## src/pnghlc_pkg.sv

```systemverilog
// Package for the PNG header limit checker.
// Holds word types, verdict codes, register indexes, reset values, byte positions
// and the signature/header byte functions. No dependencies.
`default_nettype none

package pnghlc_pkg;

  localparam int unsigned CFG_IDX_W  = 3;
  localparam int unsigned CFG_DATA_W = 64;

  // register indexes
  localparam logic [CFG_IDX_W-1:0] REG_MAX_ENCODED = 3'd0;
  localparam logic [CFG_IDX_W-1:0] REG_MAX_WIDTH   = 3'd1;
  localparam logic [CFG_IDX_W-1:0] REG_MAX_HEIGHT  = 3'd2;
  localparam logic [CFG_IDX_W-1:0] REG_MAX_PIXELS  = 3'd3;
  localparam logic [CFG_IDX_W-1:0] REG_MAX_RGBA    = 3'd4;

  localparam logic [31:0] RST_MAX_ENCODED = 32'd1048576;
  localparam logic [31:0] RST_MAX_WIDTH   = 32'd256;
  localparam logic [31:0] RST_MAX_HEIGHT  = 32'd256;
  localparam logic [63:0] RST_MAX_PIXELS  = 64'd65536;
  localparam logic [63:0] RST_MAX_RGBA    = 64'd262144;

  // byte positions in the file
  localparam logic [31:0] SIG_END    = 32'd8;
  localparam logic [31:0] HDR_END    = 32'd16;
  localparam logic [31:0] WIDTH_END  = 32'd20;
  localparam logic [31:0] HEIGHT_END = 32'd24;
  localparam logic [31:0] IHDR_END   = 32'd33;

  typedef enum logic [2:0] {
    VERDICT_DECODED     = 3'd0,
    VERDICT_NOT_PNG     = 3'd1,
    VERDICT_OVER_BUDGET = 3'd2,
    VERDICT_BAD_META    = 3'd3,
    VERDICT_DECODE_FAIL = 3'd4
  } verdict_e;

  typedef struct packed {
    logic [7:0] file_byte;
    logic       last_byte;
    logic       decode_ok;
  } in_word_t;

  typedef struct packed {
    verdict_e    verdict;
    logic [31:0] image_width;
    logic [31:0] image_height;
  } out_word_t;

  // PNG signature
  function automatic logic [7:0] sig_byte(input logic [2:0] pos);
    logic [7:0] b;
    case (pos)
      3'd0:    b = 8'h89;
      3'd1:    b = 8'h50;
      3'd2:    b = 8'h4e;
      3'd3:    b = 8'h47;
      3'd4:    b = 8'h0d;
      3'd5:    b = 8'h0a;
      3'd6:    b = 8'h1a;
      3'd7:    b = 8'h0a;
      default: b = 8'h00;
    endcase
    return b;
  endfunction

  // IHDR length (13) and chunk type
  function automatic logic [7:0] hdr_byte(input logic [2:0] pos);
    logic [7:0] b;
    case (pos)
      3'd3:    b = 8'd13;
      3'd4:    b = 8'h49;
      3'd5:    b = 8'h48;
      3'd6:    b = 8'h44;
      3'd7:    b = 8'h52;
      default: b = 8'h00;
    endcase
    return b;
  endfunction

endpackage

`default_nettype wire

```

## src/png_header_limit_checker_unit.sv

```systemverilog
// PNG header limit checker, top level.
// Depends on pnghlc_pkg.
//
// Usage: the input channel carries one file byte per word, with a last-byte
// mark and, on the last byte, the external decode outcome. Bytes of one file
// are sent in order; the next file starts on the word after a last byte.
// Only a last byte produces an output word: a verdict plus the header width
// and height (zero unless the signature, encoded-size and IHDR checks pass).
// Throughput: one input word per cycle while in_ready_o is high. Each byte
// updates the counter, the signature/header match flags and the width/height
// shifters. The verdict passes three pipeline registers: the file snapshot,
// the width*height product with the early checks, and the output register.
// Reset: per-file state clears and the limit registers take their defaults;
// no output word is pending.
// Stall: when out_ready_i is low the output word holds; up to three verdicts
// wait in the pipeline, and once the snapshot stage is held in_ready_o drops
// for every byte until the output moves.
// Limit registers are to be written through cfg_we_i/cfg_idx_i/cfg_data_i
// only while idle, by the user; the unit does not enforce this.
`default_nettype none

module png_header_limit_checker_unit (
  input  wire                                     clk_i,
  input  wire                                     rst_ni,
  input  wire                                     in_valid_i,
  output logic                                    in_ready_o,
  input  wire  pnghlc_pkg::in_word_t              in_data_i,
  output logic                                    out_valid_o,
  input  wire                                     out_ready_i,
  output pnghlc_pkg::out_word_t                   out_data_o,
  input  wire                                     cfg_we_i,
  input  wire  [pnghlc_pkg::CFG_IDX_W-1:0]        cfg_idx_i,
  input  wire  [pnghlc_pkg::CFG_DATA_W-1:0]       cfg_data_i
);

  // limit registers
  logic [31:0] max_enc_q, max_w_q, max_h_q;
  logic [63:0] max_pix_q, max_rgba_q;

  // per-file state
  logic [31:0] cnt_q, w_q, h_q;
  logic        sig_ok_q, hdr_ok_q;
  logic [31:0] cnt_d, w_d, h_d;
  logic        sig_ok_d, hdr_ok_d;

  // stage A: file snapshot
  logic        a_vld_q;
  logic [31:0] a_size_q, a_w_q, a_h_q;
  logic        a_sig_q, a_hdr_q, a_dec_q;

  // stage B: product and early checks
  logic        b_vld_q;
  logic [63:0] b_prod_q, b_prod_d;
  logic [31:0] b_w_q, b_h_q;
  logic        b_dec_q, b_hit_q, b_dims_q, b_hit_d, b_dims_d;
  pnghlc_pkg::verdict_e b_verdict_q, b_verdict_d;

  // output
  logic                  out_vld_q;
  pnghlc_pkg::out_word_t out_q, out_d;

  logic out_free, b_free, a_free, in_acc;

  assign out_free   = !out_vld_q || out_ready_i;
  assign b_free     = !b_vld_q || out_free;
  assign a_free     = !a_vld_q || b_free;
  assign in_ready_o = a_free;
  assign in_acc     = in_valid_i && a_free;

  assign out_valid_o = out_vld_q;
  assign out_data_o  = out_q;

  // byte update
  always_comb begin
    sig_ok_d = sig_ok_q;
    hdr_ok_d = hdr_ok_q;
    w_d      = w_q;
    h_d      = h_q;
    if (cnt_q < pnghlc_pkg::SIG_END) begin
      if (in_data_i.file_byte != pnghlc_pkg::sig_byte(cnt_q[2:0])) begin
        sig_ok_d = 1'b0;
      end
    end else if (cnt_q < pnghlc_pkg::HDR_END) begin
      if (in_data_i.file_byte != pnghlc_pkg::hdr_byte(cnt_q[2:0])) begin
        hdr_ok_d = 1'b0;
      end
    end else if (cnt_q < pnghlc_pkg::WIDTH_END) begin
      w_d = {w_q[23:0], in_data_i.file_byte};
    end else if (cnt_q < pnghlc_pkg::HEIGHT_END) begin
      h_d = {h_q[23:0], in_data_i.file_byte};
    end
    cnt_d = (cnt_q == '1) ? cnt_q : cnt_q + 32'd1;
  end

  // early checks in file order
  always_comb begin
    b_hit_d     = 1'b1;
    b_dims_d    = 1'b0;
    b_verdict_d = pnghlc_pkg::VERDICT_DECODED;
    if (a_size_q < pnghlc_pkg::SIG_END || !a_sig_q) begin
      b_verdict_d = pnghlc_pkg::VERDICT_NOT_PNG;
    end else if (a_size_q > max_enc_q) begin
      b_verdict_d = pnghlc_pkg::VERDICT_OVER_BUDGET;
    end else if (a_size_q < pnghlc_pkg::IHDR_END || !a_hdr_q) begin
      b_verdict_d = pnghlc_pkg::VERDICT_BAD_META;
    end else begin
      b_dims_d = 1'b1;
      if (a_w_q == '0 || a_h_q == '0) begin
        b_verdict_d = pnghlc_pkg::VERDICT_BAD_META;
      end else if (a_w_q > max_w_q || a_h_q > max_h_q) begin
        b_verdict_d = pnghlc_pkg::VERDICT_OVER_BUDGET;
      end else begin
        b_hit_d = 1'b0;
      end
    end
  end

  assign b_prod_d = 64'(a_w_q) * 64'(a_h_q);

  // budget checks and final verdict
  always_comb begin
    out_d.verdict = b_verdict_q;
    if (!b_hit_q) begin
      if (b_prod_q > max_pix_q || b_prod_q[63:62] != 2'b00) begin
        out_d.verdict = pnghlc_pkg::VERDICT_OVER_BUDGET;
      end else if ({b_prod_q[61:0], 2'b00} > max_rgba_q) begin
        out_d.verdict = pnghlc_pkg::VERDICT_OVER_BUDGET;
      end else if (!b_dec_q) begin
        out_d.verdict = pnghlc_pkg::VERDICT_DECODE_FAIL;
      end else begin
        out_d.verdict = pnghlc_pkg::VERDICT_DECODED;
      end
    end
    out_d.image_width  = b_dims_q ? b_w_q : '0;
    out_d.image_height = b_dims_q ? b_h_q : '0;
  end

  always_ff @(posedge clk_i or negedge rst_ni) begin
    if (!rst_ni) begin
      max_enc_q  <= pnghlc_pkg::RST_MAX_ENCODED;
      max_w_q    <= pnghlc_pkg::RST_MAX_WIDTH;
      max_h_q    <= pnghlc_pkg::RST_MAX_HEIGHT;
      max_pix_q  <= pnghlc_pkg::RST_MAX_PIXELS;
      max_rgba_q <= pnghlc_pkg::RST_MAX_RGBA;
      cnt_q      <= '0;
      w_q        <= '0;
      h_q        <= '0;
      sig_ok_q   <= 1'b1;
      hdr_ok_q   <= 1'b1;
      a_vld_q    <= 1'b0;
      b_vld_q    <= 1'b0;
      out_vld_q  <= 1'b0;
    end else begin
      if (cfg_we_i) begin
        case (cfg_idx_i)
          pnghlc_pkg::REG_MAX_ENCODED: max_enc_q  <= cfg_data_i[31:0];
          pnghlc_pkg::REG_MAX_WIDTH:   max_w_q    <= cfg_data_i[31:0];
          pnghlc_pkg::REG_MAX_HEIGHT:  max_h_q    <= cfg_data_i[31:0];
          pnghlc_pkg::REG_MAX_PIXELS:  max_pix_q  <= cfg_data_i;
          pnghlc_pkg::REG_MAX_RGBA:    max_rgba_q <= cfg_data_i;
          default: ;
        endcase
      end
      if (in_acc) begin
        if (in_data_i.last_byte) begin
          cnt_q    <= '0;
          w_q      <= '0;
          h_q      <= '0;
          sig_ok_q <= 1'b1;
          hdr_ok_q <= 1'b1;
        end else begin
          cnt_q    <= cnt_d;
          w_q      <= w_d;
          h_q      <= h_d;
          sig_ok_q <= sig_ok_d;
          hdr_ok_q <= hdr_ok_d;
        end
      end
      if (a_free) begin
        a_vld_q <= in_acc && in_data_i.last_byte;
      end
      if (b_free) begin
        b_vld_q <= a_vld_q;
      end
      if (out_free) begin
        out_vld_q <= b_vld_q;
      end
    end
  end

  // payload, no reset
  always_ff @(posedge clk_i) begin
    if (a_free) begin
      a_size_q <= cnt_d;
      a_w_q    <= w_d;
      a_h_q    <= h_d;
      a_sig_q  <= sig_ok_d;
      a_hdr_q  <= hdr_ok_d;
      a_dec_q  <= in_data_i.decode_ok;
    end
    if (b_free) begin
      b_prod_q    <= b_prod_d;
      b_w_q       <= a_w_q;
      b_h_q       <= a_h_q;
      b_dec_q     <= a_dec_q;
      b_hit_q     <= b_hit_d;
      b_dims_q    <= b_dims_d;
      b_verdict_q <= b_verdict_d;
    end
    if (out_free) begin
      out_q <= out_d;
    end
  end

endmodule

`default_nettype wire

```

## config.mk

```make
export PLATFORM = sky130hd
export DESIGN_NAME = png_header_limit_checker_unit
export DESIGN_NICKNAME = d
export VERILOG_FILES = /design/src/pnghlc_pkg.sv /design/src/png_header_limit_checker_unit.sv
export SDC_FILE = /design/constraint.sdc
export NUM_CORES = 2
export LEC_CHECK = 0
export ABC_AREA = 1
export BUFFER_PORTS_ARGS = -buffer_cell sky130_fd_sc_hd__buf_4
export CAP_MARGIN = 10
export CORE_UTILIZATION = 48
export CTS_BUF_LIST = sky130_fd_sc_hd__clkbuf_2 sky130_fd_sc_hd__clkbuf_4 sky130_fd_sc_hd__clkbuf_8
export DETAILED_ROUTE_END_ITERATION = 16
export SLEW_MARGIN = 0
export SYNTH_ARGS = -nofsm -noshare
export SYNTH_HDL_FRONTEND = slang
export SYNTH_SLANG_ARGS = --single-unit
```

## constraint.sdc

```tcl
create_clock -name clk_i -period 7.7 [get_ports clk_i]
set_clock_uncertainty 0.05 [all_clocks]
set_input_delay 1.54 -clock clk_i [delete_from_list [all_inputs] [get_ports clk_i]]
set_output_delay 1.54 -clock clk_i [all_outputs]
set_load 0.05 [all_outputs]
```

==> results.md <==
* Outcome: finished, final reports clean
* Most common cell in the netlist: inv_1
* Post-synthesis sequential area ratio at 0.263
* Non-filler cells, final at 9879
* Setup crit start kind: flip-flop
* Final period utilization at 0.971
* Yosys cell types at 44
* Routed Antenna Nets at 0
* Root Driver: clkbuf_8
* Area grow syn2layout at 11.1%
* Crit path kind: flip-flop to flip-flop
* CTS tree: built
* Pwr per Cell Area at 124 nW/µm²
* Inserted Clock Buffers at 108
* CTS HTree Levels at 3
* Syn Nets at 9309
* GRT Total Usage at 0.314
* Yosys warnings at 0
* Top_reg_cell synth: dfrtp_1
* Top cells by area, synth: fa_1 28%, edfxtp_1 14%, inv_1 13%
* Relative slew slack at 0.237
* Share of cells above drive strength 1 at 0.0892
* Hold crit path type: flip-flop to flip-flop
* Worst EP arrival at 8.01 ns
* Grt ovf at 0
* Initial antenna violation count at 16
* Die Wd at 371 µm
* Mean post-synth cell area at 8.32 µm²
* Final hold viol count at 0
* Largest net degree at the start of global routing at 133
* Post-Syn Instances at 7840
* Routability cong. at 0.982
* WL final at 211000 µm
* Clock slew at reported path FFs at 0.07 ns
* Initial DRT Pass Iterations at 5
* First-iteration detailed-routing DRC count at 4214
* Worst path required time at 8.23 ns
* LEAKAGE at 0.0415 µW
* Io pins at 151
* WL/cell at 21.3 µm
* Core outline area at 134000 µm²
* Setup TNS at 0 ns
* Placed insts at 9666
* Vias at 50800
* Top cells by count, synth: 2176 x inv_1, 2040 x nand2_1, 896 x fa_1
* Layout Nets at 9482
* Worst vdd ir at 0.164 mV
* Clk_lat worst skew at 0.89 ns
* Worst-path fanout max at 6
* Sequential cell area at 17100 µm²
* Die outline height at 371 µm
* Max Cap Viol at 0
* Slew @ Worst Pin at 1.14 ns
* Initial Util at 0.486
* Multi-input logic area at 38700 µm²
* Die Area at 137000 µm²
* Fmax at 0.134 GHz
* Vias in the first global route at 52400
* Syn Std Cell Area at 65200 µm²
* IO buf count at 150
* Vias per cell at 5.15
* Post-synth top area share at 0.275
* First-pass GRT wire length at 321000 µm
* Endpoints failing setup at 0
* Synth area leader: fa_1
* Max-slew violations at 0
* # rows at 134
* EDFF count, synth at 299
* Synthesis-stage register bit count at 624
* Detailed Place HPWL at 166000 µm
* Clk buf depth at 3
* Fraction of registers with async set/reset at 0.521
* Crit end category: flip-flop
* Fill count at 12600
* Drc violations at 0
* Tmin final at 7.48 ns
* Clock sinks at 624
registers in the layout, summed over array words and instances, names as in the netlist, 64 cells and up:
signal and count:
max_pix_q 64, max_rgba_q 64, b_prod_q 64, out_data_o 67
routing by layer:
layer | GRT usage | share of wire | routed length [µm] | vias up
li1 | - | - | - | 23400
met1 | 0.440 | 0.43 | 91300 | 25200
met2 | 0.497 | 0.45 | 95500 | 1871
met3 | 0.0451 | 0.074 | 15700 | 391
met4 | 0.111 | 0.040 | 8340 | 0
met5 | 0 | 0 | 0 | -
logic make-up (layout without fill, tap and decap cells):
family	count (synthesis)	count (layout)	synth area share
buffers and inverters	2533	2801	0.147
and+or+nand+nor	2501	2501	0.151
adders and majority gates	1387	1387	0.369
AOI/OAI and AO/OA	722	722	0.0610
DFF	624	624	0.263
xor gates and xnor gates	73	73	0.00981
other	0	3	0
per-stage QoR:
step	area (µm²)	worst slack, ns	util	total power (µW)	hold WS (ns)
floorplan	65200	0.354	-	4960	0.350
CTS	72300	0.0658	0.539	9070	0.391
finish	72400	0.221	0.540	9010	0.387
global placement	69800	-0.0450	0.520	5510	0.372
detailed placement	69800	-0.0457	0.520	5550	0.380
global route	72400	-0.00130	0.540	9440	0.397
layout by cell type (no fill, tap or decap), types with 181 or more instances in the layout:
master / n
a21oi_1: 181
nand2_1: 2037
fa_1: 896
nor2_1: 231
ha_1: 487
inv_1: 2174
edfxtp_1: 299
dfrtp_1: 318
buf_4: 353
o21ai_0: 371
what timing repair did:
item	4_1_cts	5_1_grt
setup buffers	2	3
setup endpoints to repair	4	36
hold buffers	0	0
gates resized for setup	3	36
pin swaps	0	0
worst max-delay path, stage by stage (launching register included):
cell      delay, ns
edfxtp_1       0.50
buf_4          0.21
nand2_1        0.05
inv_1          0.05
fa_1           0.53
inv_1          0.05
fa_1           0.54
inv_1          0.06
fa_1           0.52
fa_1           0.44
fa_1           0.53
fa_1           0.53
fa_1           0.56
inv_1          0.06
fa_1           0.54
inv_1          0.04
ha_1           0.36
buf_4          0.20
nand2_1        0.07
nand2_1        0.07
a21oi_1        0.29
o21ai_1        0.20
a21oi_1        0.15
nand2_1        0.18
xor2_1         0.39
layout make-up:
cell class	count	share of cell area
diodes	3	0.000104
clock buffers	162	0.0280
clock inverters	43	0.00632
inverters	2187	0.113
multi-input cells	4683	0.534
flip-flops and latches	624	0.236
well taps	1768	0.0305
repair buffers	409	0.0516
power breakdown:
| group | switching (µW) | internal [µW] |
|---|---|---|
| Clock | 1590 | 1920 |
| Sequential | 203 | 3820 |
| Combinational | 981 | 492 |
| Total | 2770 | 6230 |
worst paths after layout:
kind | slack [ns] | to | cells after the start | from
worst max-delay path | 0.22 | b_prod_q[31] | 24 | a_h_q[22]
worst min-delay path | 0.39 | b_dec_q | 0 | a_dec_q
worst max register to register | 0.22 | b_prod_q[31] | 24 | a_h_q[22]
worst min register to register | 0.39 | b_dec_q | 0 | a_dec_q
max in group asynchronous | 5.42 | h_q[2] | 2 | rst_ni
min in group asynchronous | 0.69 | max_pix_q[55] | 1 | rst_ni
Power figures use the tool's default switching activity.
